===== src/sv/rvex_pkg.sv =====
package rvex_pkg;

	localparam logic [6:0] OP_LOAD  = 7'b0000011;
	localparam logic [6:0] OP_ALUI  = 7'b0010011;
	localparam logic [6:0] OP_STORE = 7'b0100011;
	localparam logic [6:0] OP_ALUR  = 7'b0110011;

	localparam logic [6:0] F7_ZERO = 7'b0000000;
	localparam logic [6:0] F7_ALT  = 7'b0100000;

	localparam logic [2:0] F3_ADD  = 3'd0;
	localparam logic [2:0] F3_SLL  = 3'd1;
	localparam logic [2:0] F3_SLT  = 3'd2;
	localparam logic [2:0] F3_SLTU = 3'd3;
	localparam logic [2:0] F3_XOR  = 3'd4;
	localparam logic [2:0] F3_SR   = 3'd5;
	localparam logic [2:0] F3_OR   = 3'd6;
	localparam logic [2:0] F3_AND  = 3'd7;

	localparam logic [2:0] F3_LB  = 3'd0;
	localparam logic [2:0] F3_LH  = 3'd1;
	localparam logic [2:0] F3_LW  = 3'd2;
	localparam logic [2:0] F3_LBU = 3'd4;
	localparam logic [2:0] F3_LHU = 3'd5;

	localparam logic [2:0] F3_SB = 3'd0;
	localparam logic [2:0] F3_SH = 3'd1;
	localparam logic [2:0] F3_SW = 3'd2;

	typedef enum logic [1:0] {
		ST_OK       = 2'd0,
		ST_UNSUP    = 2'd1,
		ST_MISALIGN = 2'd2
	} status_t;

	typedef struct packed {
		logic [4:0]  rd;
		logic        wr;
		logic [31:0] value;
		logic [31:0] addr;
		status_t     status;
		logic        load;
		logic        store;
		logic [2:0]  f3;
		logic [3:0]  be;
		logic [31:0] wdata;
	} exec_t;

	typedef struct packed {
		logic        en;
		logic [4:0]  addr;
		logic [31:0] data;
	} wb_t;

	function automatic logic [31:0] load_format(input logic [31:0] word,
			input logic [2:0] f3, input logic [1:0] off);
		logic [31:0] sh;
		logic [31:0] res;
		sh = word >> {off, 3'b000};
		unique case (f3)
			F3_LB:   res = {{24{sh[7]}}, sh[7:0]};
			F3_LBU:  res = {24'd0, sh[7:0]};
			F3_LH:   res = {{16{sh[15]}}, sh[15:0]};
			F3_LHU:  res = {16'd0, sh[15:0]};
			default: res = sh;
		endcase
		return res;
	endfunction

endpackage


===== src/sv/rvex_exec.sv =====
module rvex_exec import rvex_pkg::*; #(
	parameter int ADDR_BITS = 16
) (
	input  logic [31:0] inst,
	input  logic [31:0] a,
	input  logic [31:0] b,
	output exec_t       ex
);

	localparam logic [31:0] ADDR_MASK = 32'((64'd1 << ADDR_BITS) - 64'd1);

	logic [6:0]  opc;
	logic [4:0]  rd;
	logic [2:0]  f3;
	logic [6:0]  f7;
	logic [31:0] imm_i;
	logic [31:0] imm_s;
	logic [31:0] opb;
	logic [31:0] res;
	logic [31:0] addr;
	logic        is_reg;
	logic        f7_zero;
	logic        f7_alt;
	logic        ok;
	logic        misal;

	always_comb begin
		opc     = inst[6:0];
		rd      = inst[11:7];
		f3      = inst[14:12];
		f7      = inst[31:25];
		imm_i   = {{20{inst[31]}}, inst[31:20]};
		imm_s   = {{20{inst[31]}}, inst[31:25], inst[11:7]};
		is_reg  = (opc == OP_ALUR);
		f7_zero = (f7 == F7_ZERO);
		f7_alt  = (f7 == F7_ALT);
		opb     = is_reg ? b : ((f3 == F3_SLL || f3 == F3_SR) ? {27'd0, inst[24:20]} : imm_i);
		res     = 32'd0;
		ok      = 1'b0;
		addr    = 32'd0;
		misal   = 1'b0;
		ex      = '0;
		ex.status = ST_OK;

		unique case (f3)
			F3_ADD: begin
				if (is_reg && f7_alt) begin
					res = a - opb;
					ok  = 1'b1;
				end else if (!is_reg || f7_zero) begin
					res = a + opb;
					ok  = 1'b1;
				end
			end
			F3_SLL: begin
				res = a << opb[4:0];
				ok  = f7_zero;
			end
			F3_SLT: begin
				res = {31'd0, $signed(a) < $signed(opb)};
				ok  = !is_reg || f7_zero;
			end
			F3_SLTU: begin
				res = {31'd0, a < opb};
				ok  = !is_reg || f7_zero;
			end
			F3_XOR: begin
				res = a ^ opb;
				ok  = !is_reg || f7_zero;
			end
			F3_SR: begin
				res = f7_alt ? 32'($signed(a) >>> opb[4:0]) : (a >> opb[4:0]);
				ok  = f7_zero || f7_alt;
			end
			F3_OR: begin
				res = a | opb;
				ok  = !is_reg || f7_zero;
			end
			F3_AND: begin
				res = a & opb;
				ok  = !is_reg || f7_zero;
			end
			default: begin
				res = 32'd0;
				ok  = 1'b0;
			end
		endcase

		priority if (opc == OP_ALUR || opc == OP_ALUI) begin
			if (ok) begin
				ex.rd    = rd;
				ex.wr    = (rd != 5'd0);
				ex.value = (rd != 5'd0) ? res : 32'd0;
			end else begin
				ex.status = ST_UNSUP;
			end
		end else if (opc == OP_LOAD) begin
			if (f3 == F3_LB || f3 == F3_LH || f3 == F3_LW || f3 == F3_LBU || f3 == F3_LHU) begin
				addr  = (a + imm_i) & ADDR_MASK;
				misal = (f3[1:0] == 2'b01 && addr[0]) || (f3 == F3_LW && addr[1:0] != 2'b00);
				ex.rd      = rd;
				ex.wr      = (rd != 5'd0);
				ex.addr    = addr;
				ex.f3      = f3;
				ex.load    = !misal && (rd != 5'd0);
				ex.status  = misal ? ST_MISALIGN : ST_OK;
			end else begin
				ex.status = ST_UNSUP;
			end
		end else if (opc == OP_STORE) begin
			if (f3 == F3_SB || f3 == F3_SH || f3 == F3_SW) begin
				addr  = (a + imm_s) & ADDR_MASK;
				misal = (f3 == F3_SH && addr[0]) || (f3 == F3_SW && addr[1:0] != 2'b00);
				ex.addr   = addr;
				ex.f3     = f3;
				ex.store  = !misal;
				ex.status = misal ? ST_MISALIGN : ST_OK;
				if (f3 == F3_SB) begin
					ex.be    = 4'b0001 << addr[1:0];
					ex.wdata = {4{b[7:0]}};
				end else if (f3 == F3_SH) begin
					ex.be    = 4'b0011 << addr[1:0];
					ex.wdata = {2{b[15:0]}};
				end else begin
					ex.be    = 4'b1111;
					ex.wdata = b;
				end
			end else begin
				ex.status = ST_UNSUP;
			end
		end else begin
			ex.status = ST_UNSUP;
		end
	end

endmodule


===== config.mk =====
export PLATFORM = sky130hd
export DESIGN_NAME = rvex_exec
export DESIGN_NICKNAME = d
export VERILOG_FILES = /design/src/sv/rvex_pkg.sv /design/src/sv/rvex_exec.sv
export SDC_FILE = /design/constraint.sdc
export NUM_CORES = 1
export LEC_CHECK = 0
export BUFFER_PORTS_ARGS = -buffer_cell sky130_fd_sc_hd__buf_2
export CORE_MARGIN = 2
export CORE_UTILIZATION = 40
export DETAILED_ROUTE_END_ITERATION = 16
export PLACE_DENSITY_LB_ADDON = 0.3
export SYNTH_ARGS = -nofsm -noshare
export SYNTH_HDL_FRONTEND = slang
export SYNTH_SLANG_ARGS = --single-unit

===== constraint.sdc =====
create_clock -name vclk -period 10.7
set_clock_uncertainty 0.05 [all_clocks]
set_input_delay 1.07 -clock vclk [all_inputs]
set_output_delay 1.07 -clock vclk [all_outputs]
set_load 0.03 [all_outputs]

== After elaboration in Yosys (flattened, before gate mapping) ==
Index checks and enable logic that the tools add are counted.
Operators by class
  add/sub/neg operators: 4
  reductions and logical operators: 25
  multiplexer cells: 38
  bitwise operators: 3
  shift operators: 5
  equality and inequality tests: 13
  $lt $le $gt $ge: 2
Operator list (count)
  $mux W32: 8
  $pmux W32 S8: 1
  $mux W36: 3
  $mux W40: 2
  $lt A32 B32 Y1: 2
  $mux W16: 3
  $mux W41: 1
  $mux W38: 1
  $mux W34: 1
  $add A16 B16 Y16: 2
  $add A32 B32 Y32: 1
  $and A32 B32 Y32: 1
  $or A32 B32 Y32: 1
  $shl A32 B5 Y32: 1
  $shr A32 B5 Y32: 1
  $sshr A32 B5 Y32: 1
  $sub A32 B32 Y32: 1
  $xor A32 B32 Y32: 1
  $eq A7 B6 Y1 const B: 3
  $mux W6: 3
  $eq A3 B3 Y1 const B: 4
  $mux W2: 6
  $logic_or A1 B1 Y1: 10
  $eq A7 B2 Y1 const B: 1
  16 further kinds: 31
Word-level totals
  flip-flop bits (word level): 0
  bits of input ports: 96
  output and inout port bits: 113

== Logic depth before layout (Yosys ltp) ==
Gate-level depths: netlist of run 1.
  word-level depth: 11
  mapped depth: 21

== Worst setup path after synthesis of run 1 ==
No wires, ideal clock.
  path type: input -> output
  start: input inst[3]
  end: output ex[91] in the netlist's numbering
  setup slack: 4.304 ns
  stages: 18
  required time: 9.580 ns
  buffers on the path: 4
  data arrival time: 5.276 ns
  path through: or3_1 buf_6 o21ai_1 nand2_1 buf_2 buf_1 clkbuf_1 ha_1 inv_1 ha_1 a31oi_1 o21ai_1 a32oi_1 o22ai_1 o21ai_1 nand2b_1 o2111a_1 a311oi_1
RTL lines
  start: declaration: line rvex_exec.sv:4  | input logic [31:0] inst,
  end: declaration: line rvex_exec.sv:7  | output exec_t ex

==> results.txt, run 1 <==
----------------------------------------------------
[Run status]
  Outcome ... complete, no violations

[Logic synthesis]
  Proportion of synthesized chip area in sequential cells ... 0
  Unique masters post-synth ... 94
  Top-area cell type share of the netlist area ... 0.118
  Ys Warns ... 0
  Post-synthesis cell type with the largest combined area ... ha_1
  Total standard cell area after synthesis ... 12000 sq um
  Post-synthesis area per instance ... 6.11 sq um
  Post-Syn Instances ... 1972
  Most instantiated library cell after synthesis ... a21oi_1
  Cell types with the highest counts after synthesis ... a21oi_1 (201), nor2_1 (200), o21ai_0 (179)
  Leading post-synthesis cells by cell area ... ha_1 (12%), a21oi_1 (8.3%), o21ai_0 (7.4%), nor2_1 (6.2%), nand2_1 (5.4%)

[Finish]
  Area growth from synthesis to layout ... 7.87%
  Number of diodes ... 0
  Final nets ... 2241
  Filler Cells Inserted ... 3269
  Footprint of the flip-flops and latches ... 0 sq um
  # clk buffers ... 0
  Share of layout cells above drive strength 1 ... 0.129
  Count of sequential standard cells ... 0
  Fin area ... 13000 sq um

[Place]
  Placed inst area ... 13000 sq um
  Hpwl dp ... 46.6 mm
  Port Buffers ... 188
  Placer Congestion ... 1.06

[Timing]
  Number of pins with negative max-slew slack in the final report ... 0
  Worst relative slew slack ... 0.326
  Total setup violations reported at the end of the flow ... 0
  Hold violation count in the final report ... 0
  Post-route clock period utilization ... 0.734
  Fin crit period ... 7.86 ns
  Setup Total Neg Slack ... 0 ns
  Setup repair after global routing missed its margin ... false
  Slew at the pin with the worst max-slew slack ... 1.00 ns
  Fmax ... 0.127 GHz

[Floorplan]
  Vertical extent of the die ... 178 um
  Number of placed I/O pins ... 209
  Starting density of the core ... 0.406
  Die footprint ... 31500 sq um
  Core ar. ... 29600 sq um
  Die extent in x ... 178 um
  Placement Rows ... 63

[Power and ir drop]
  Worst IR drop on VDD ... 0.0390 mV
  Sequential Power Share ... 0
  Leakage power total ... 5.78 nW
  Power per cell area ... 52.1 nW/um^2
  Relative contribution of the clock network to total power ... 0
  Switching part of the total power ... 0.681
  Cell internal pwr ... 0.000216 W
  Power share of the combinational group ... 1.000
  Switching Power ... 0.000461 W

[Setup path]
  Data arrival time at the worst-slack endpoint ... 6.74 ns
  Required arrival time at the worst endpoint ... 9.58 ns
  Type of element launching the critical path ... input port
  Critical setup path kind ... in2out
  Crit Path Max Fanout ... 71
  Endpoint kind of the worst setup timing path ... output port

[Route]
  Vias ... 16400
  Vias per inst ... 6.77
  Wirelength, routed ... 60.1 mm
  DR DRC count ... 0
  DRT iter0 DRCs ... 2111
  Post-DR wirelength/cell ... 24.9 um
  Count of TritonRoute iterations in the first routing pass ... 6
  Antenna-violating nets left ... 0

[Clocking]
  Post-CTS sizing ... 0
  Hold buffer count at CTS ... 0
  Count of buffers added by post-CTS timing repair for setup ... 0

[Global routing]
  Number of global-route vias before repair ... 14900
  Antenna violations before repair ... 0
  Total Routing Usage GR ... 0.367
  GRT overflow ... 0
  Global-route wire length before repair ... 89.7 mm
  Largest net degree at the start of global routing ... 72

[Run]
  Max-capacitance violation count ... 0

[Min path]
  Class of the worst hold path ... in2out

----------------------------------------------------
## cell usage in the layout (no fill, tap or decap), drive strengths merged, types with 55 or more instances in the layout
cell type / netlist / final
nor2: 201 / 201
a211oi: 73 / 73
buf: 77 / 215
a21oi: 202 / 202
o21ai: 196 / 196
nand2: 173 / 173
nand3: 114 / 114
ha: 114 / 114
inv: 113 / 113
mux2i: 55 / 55
## power groups by stage
stage,sequential [W],clock (W),combinational (W)
final,0,0,0.000677
after global routing,0,0,0.000727
after CTS,0,0,0.000654
after detailed placement,0,0,0.000650
after global placement,0,0,0.000644
after floorplan,0,0,0.000458
## area by class of cell
class,instances,area (sq um),share of cell area
Multi-Input combinational cell,1696,10900,0.841
Inverter,115,432,0.0332
Timing Repair Buffer,215,1150,0.0882
Tap cell,390,488,0.0375
## final timing paths
kind	from	to	cells past startpoint
worst min-delay path	b[16]	ex[16]	4
worst max-delay path	inst[12]	ex[75]	17
## metal layers
metal	routed length [um]	vias to the layer above	part of all wire	GRT usage
li1	-	7439	-	-
met1	23600	7557	0.39	0.475
met2	25200	1163	0.42	0.561
met3	6740	202	0.11	0.0626
met4	4570	0	0.076	0.237
met5	0	-	0	0
## kinds of logic after synthesis
family                     count (synthesis)  share of synthesized area
xor gates and xnor gates                  17                     0.0124
muxes                                     68                     0.0635
AOI/OAI and AO/OA                        827                      0.450
adders and majority gates                117                      0.123
and+or+nand+nor                          651                      0.250
other                                      1                   0.000311
buffers and inverters                    291                      0.101
## through the flow
step                cells  hold WS [ns]  setup slack [ns]   util  total power [W]
global route         2416          2.48              2.52  0.438         0.000727
finish               2416          2.47              2.84  0.438         0.000677
floorplan            1987          2.21              4.30      -         0.000458
global placement     2416          2.47              2.99  0.438         0.000644
detailed placement   2416          2.47              2.99  0.438         0.000650
CTS                  2416          2.47              2.96  0.438         0.000654
## critical path, stage by stage
cell and delay (ns):
buf_4 0.58, nand2b_1 0.54, nand2_1 0.19, nand2_1 0.38, o21a_1 0.34, inv_1 0.15, ha_1 0.42, inv_1 0.36
a21oi_1 0.25, nand2_1 0.13, nor4b_1 0.40, o221ai_1 0.37, and3_1 0.29, a221oi_1 0.28, nand4_1 0.30, a31oi_1 0.37
buf_2 0.26
(Power assumes the default switching activity.)
==> inputs of run 2 (changes only) <==
- clock period: 10.7 -> 7.9 ns (I/O delays scaled with it)
==> results.txt, run 2 (synthesis results as in run 1) <==
----------------------------------------------------
[Timing]
  Hold violation count in the final report ... 0
  Number of pins with negative max-slew slack in the final report ... 0
  Slew at the pin with the worst max-slew slack ... 1.11 ns
  Fmax ... 0.144 GHz
  Total setup violations reported at the end of the flow ... 0
  Worst relative slew slack ... 0.261
  Fin crit period ... 6.94 ns
  Setup repair after global routing missed its margin ... false
  Setup Total Neg Slack ... 0 ns
  Post-route clock period utilization ... 0.879

[Setup path]
  Critical setup path kind ... in2out
  Crit Path Max Fanout ... 21
  Endpoint kind of the worst setup timing path ... output port
  Data arrival time at the worst-slack endpoint ... 6.10 ns
  Type of element launching the critical path ... input port
  Required arrival time at the worst endpoint ... 7.06 ns

[Finish]
  Footprint of the flip-flops and latches ... 0 sq um
  Count of sequential standard cells ... 0
  Final nets ... 2250
  Area growth from synthesis to layout ... 8.43%
  Utilization after layout ... 0.441
  Number of diodes ... 0
  Filler Cells Inserted ... 3345
  Share of layout cells above drive strength 1 ... 0.133
  # clk buffers ... 0
  Most common library cell in the layout ignoring fill and taps ... a21oi_1
  Most used cells in the layout excluding fill and tap cells ... a21oi_1 (199), nor2_1 (198), buf_2 (187)

[Route]
  Count of TritonRoute iterations in the first routing pass ... 7
  DRT iter0 DRCs ... 2008
  DR DRC count ... 0
  Vias per inst ... 6.79
  Antenna-violating nets left ... 0
  Vias ... 16500
  Post-DR wirelength/cell ... 25.7 um
  Wirelength, routed ... 62.2 mm

[Clocking]
  Hold buffer count at CTS ... 0
  Post-CTS sizing ... 0
  Count of buffers added by post-CTS timing repair for setup ... 0

[Power and ir drop]
  Overall power after layout ... 0.000929 W
  Worst IR drop on VDD ... 0.0476 mV
  Power per cell area ... 71.1 nW/um^2
  Leakage power total ... 5.83 nW

[Global routing]
  Largest net degree at the start of global routing ... 81
  Total Routing Usage GR ... 0.381
  Number of global-route vias before repair ... 15100
  Antenna violations before repair ... 0
  Global-route wire length before repair ... 92.5 mm
  GRT overflow ... 0

[Floorplan]
  Core ar. ... 29600 sq um
  Placement Rows ... 63
  Number of placed I/O pins ... 209
  Die footprint ... 31500 sq um
  Die extent in x ... 178 um
  Starting density of the core ... 0.406
  Vertical extent of the die ... 178 um

[Min path]
  Class of the worst hold path ... in2out
  Number of instances on the worst hold path ... 4

[Place]
  Hpwl dp ... 48.5 mm
  Placer Congestion ... 1.02
  Port Buffers ... 188

[Run status]
  Outcome ... complete, no violations

[Run]
  Max-capacitance violation count ... 0

----------------------------------------------------
[run 2: changes by cell type in the layout (fill, tap and decap cells not counted), sizes merged]
| cell | delta |
|---|---|
| buf | +9 |
[run 2: layout make-up]
| class | count | area, sq um | area share |
|---|---|---|---|
| Inverter | 115 | 432 | 0.0330 |
| Multi-Input combinational cell | 1696 | 10900 | 0.837 |
| Tap cell | 390 | 488 | 0.0374 |
| Timing Repair Buffer | 224 | 1210 | 0.0929 |
[run 2: worst max-delay path, cell delays in order]
cell and delay [ns]:
buf_2 0.16, and4_1 0.42, nand2_1 0.17, nand2_1 0.54, o21a_1 0.24, inv_1 0.06
ha_1 0.40, or3_1 0.22, nor3_1 0.14, a221oi_1 0.32, o31ai_1 0.22, nor4b_1 0.45
o221ai_1 0.36, and3_1 0.30, a221oi_1 0.34, nand4_1 0.32, a31oi_1 0.37, buf_2 0.25
[run 2: layer usage]
| metal | wire, um | global-route usage |
|---|---|---|
| met3 | 6370 | 0.0461 |
| met2 | 26900 | 0.599 |
| met4 | 4670 | 0.228 |
| met5 | 0 | 0 |
| met1 | 24300 | 0.497 |
[run 2: worst paths after layout]
path	from	endpoint	slack, ns
setup / recovery	inst[5]	ex[75]	0.96
hold / removal	b[16]	ex[16]	1.93
[run 2: stage by stage]
stage	std cells	setup slack (ns)	area, sq um	hold slack [ns]
6_report	2425	0.958	13100	1.93
5_1_grt	2425	0.829	13100	1.93
4_1_cts	2425	1.11	13100	1.92
3_5_place_dp	2425	1.15	13100	1.92
3_3_place_gp	2425	1.23	13100	1.91
2_1_floorplan	1987	2.06	12100	1.65
[run 2: power by group]
group          total [W]  internal, W  switching [W]
sequential             0            0              0
combinational   0.000929     0.000295       0.000635
clock                  0            0              0
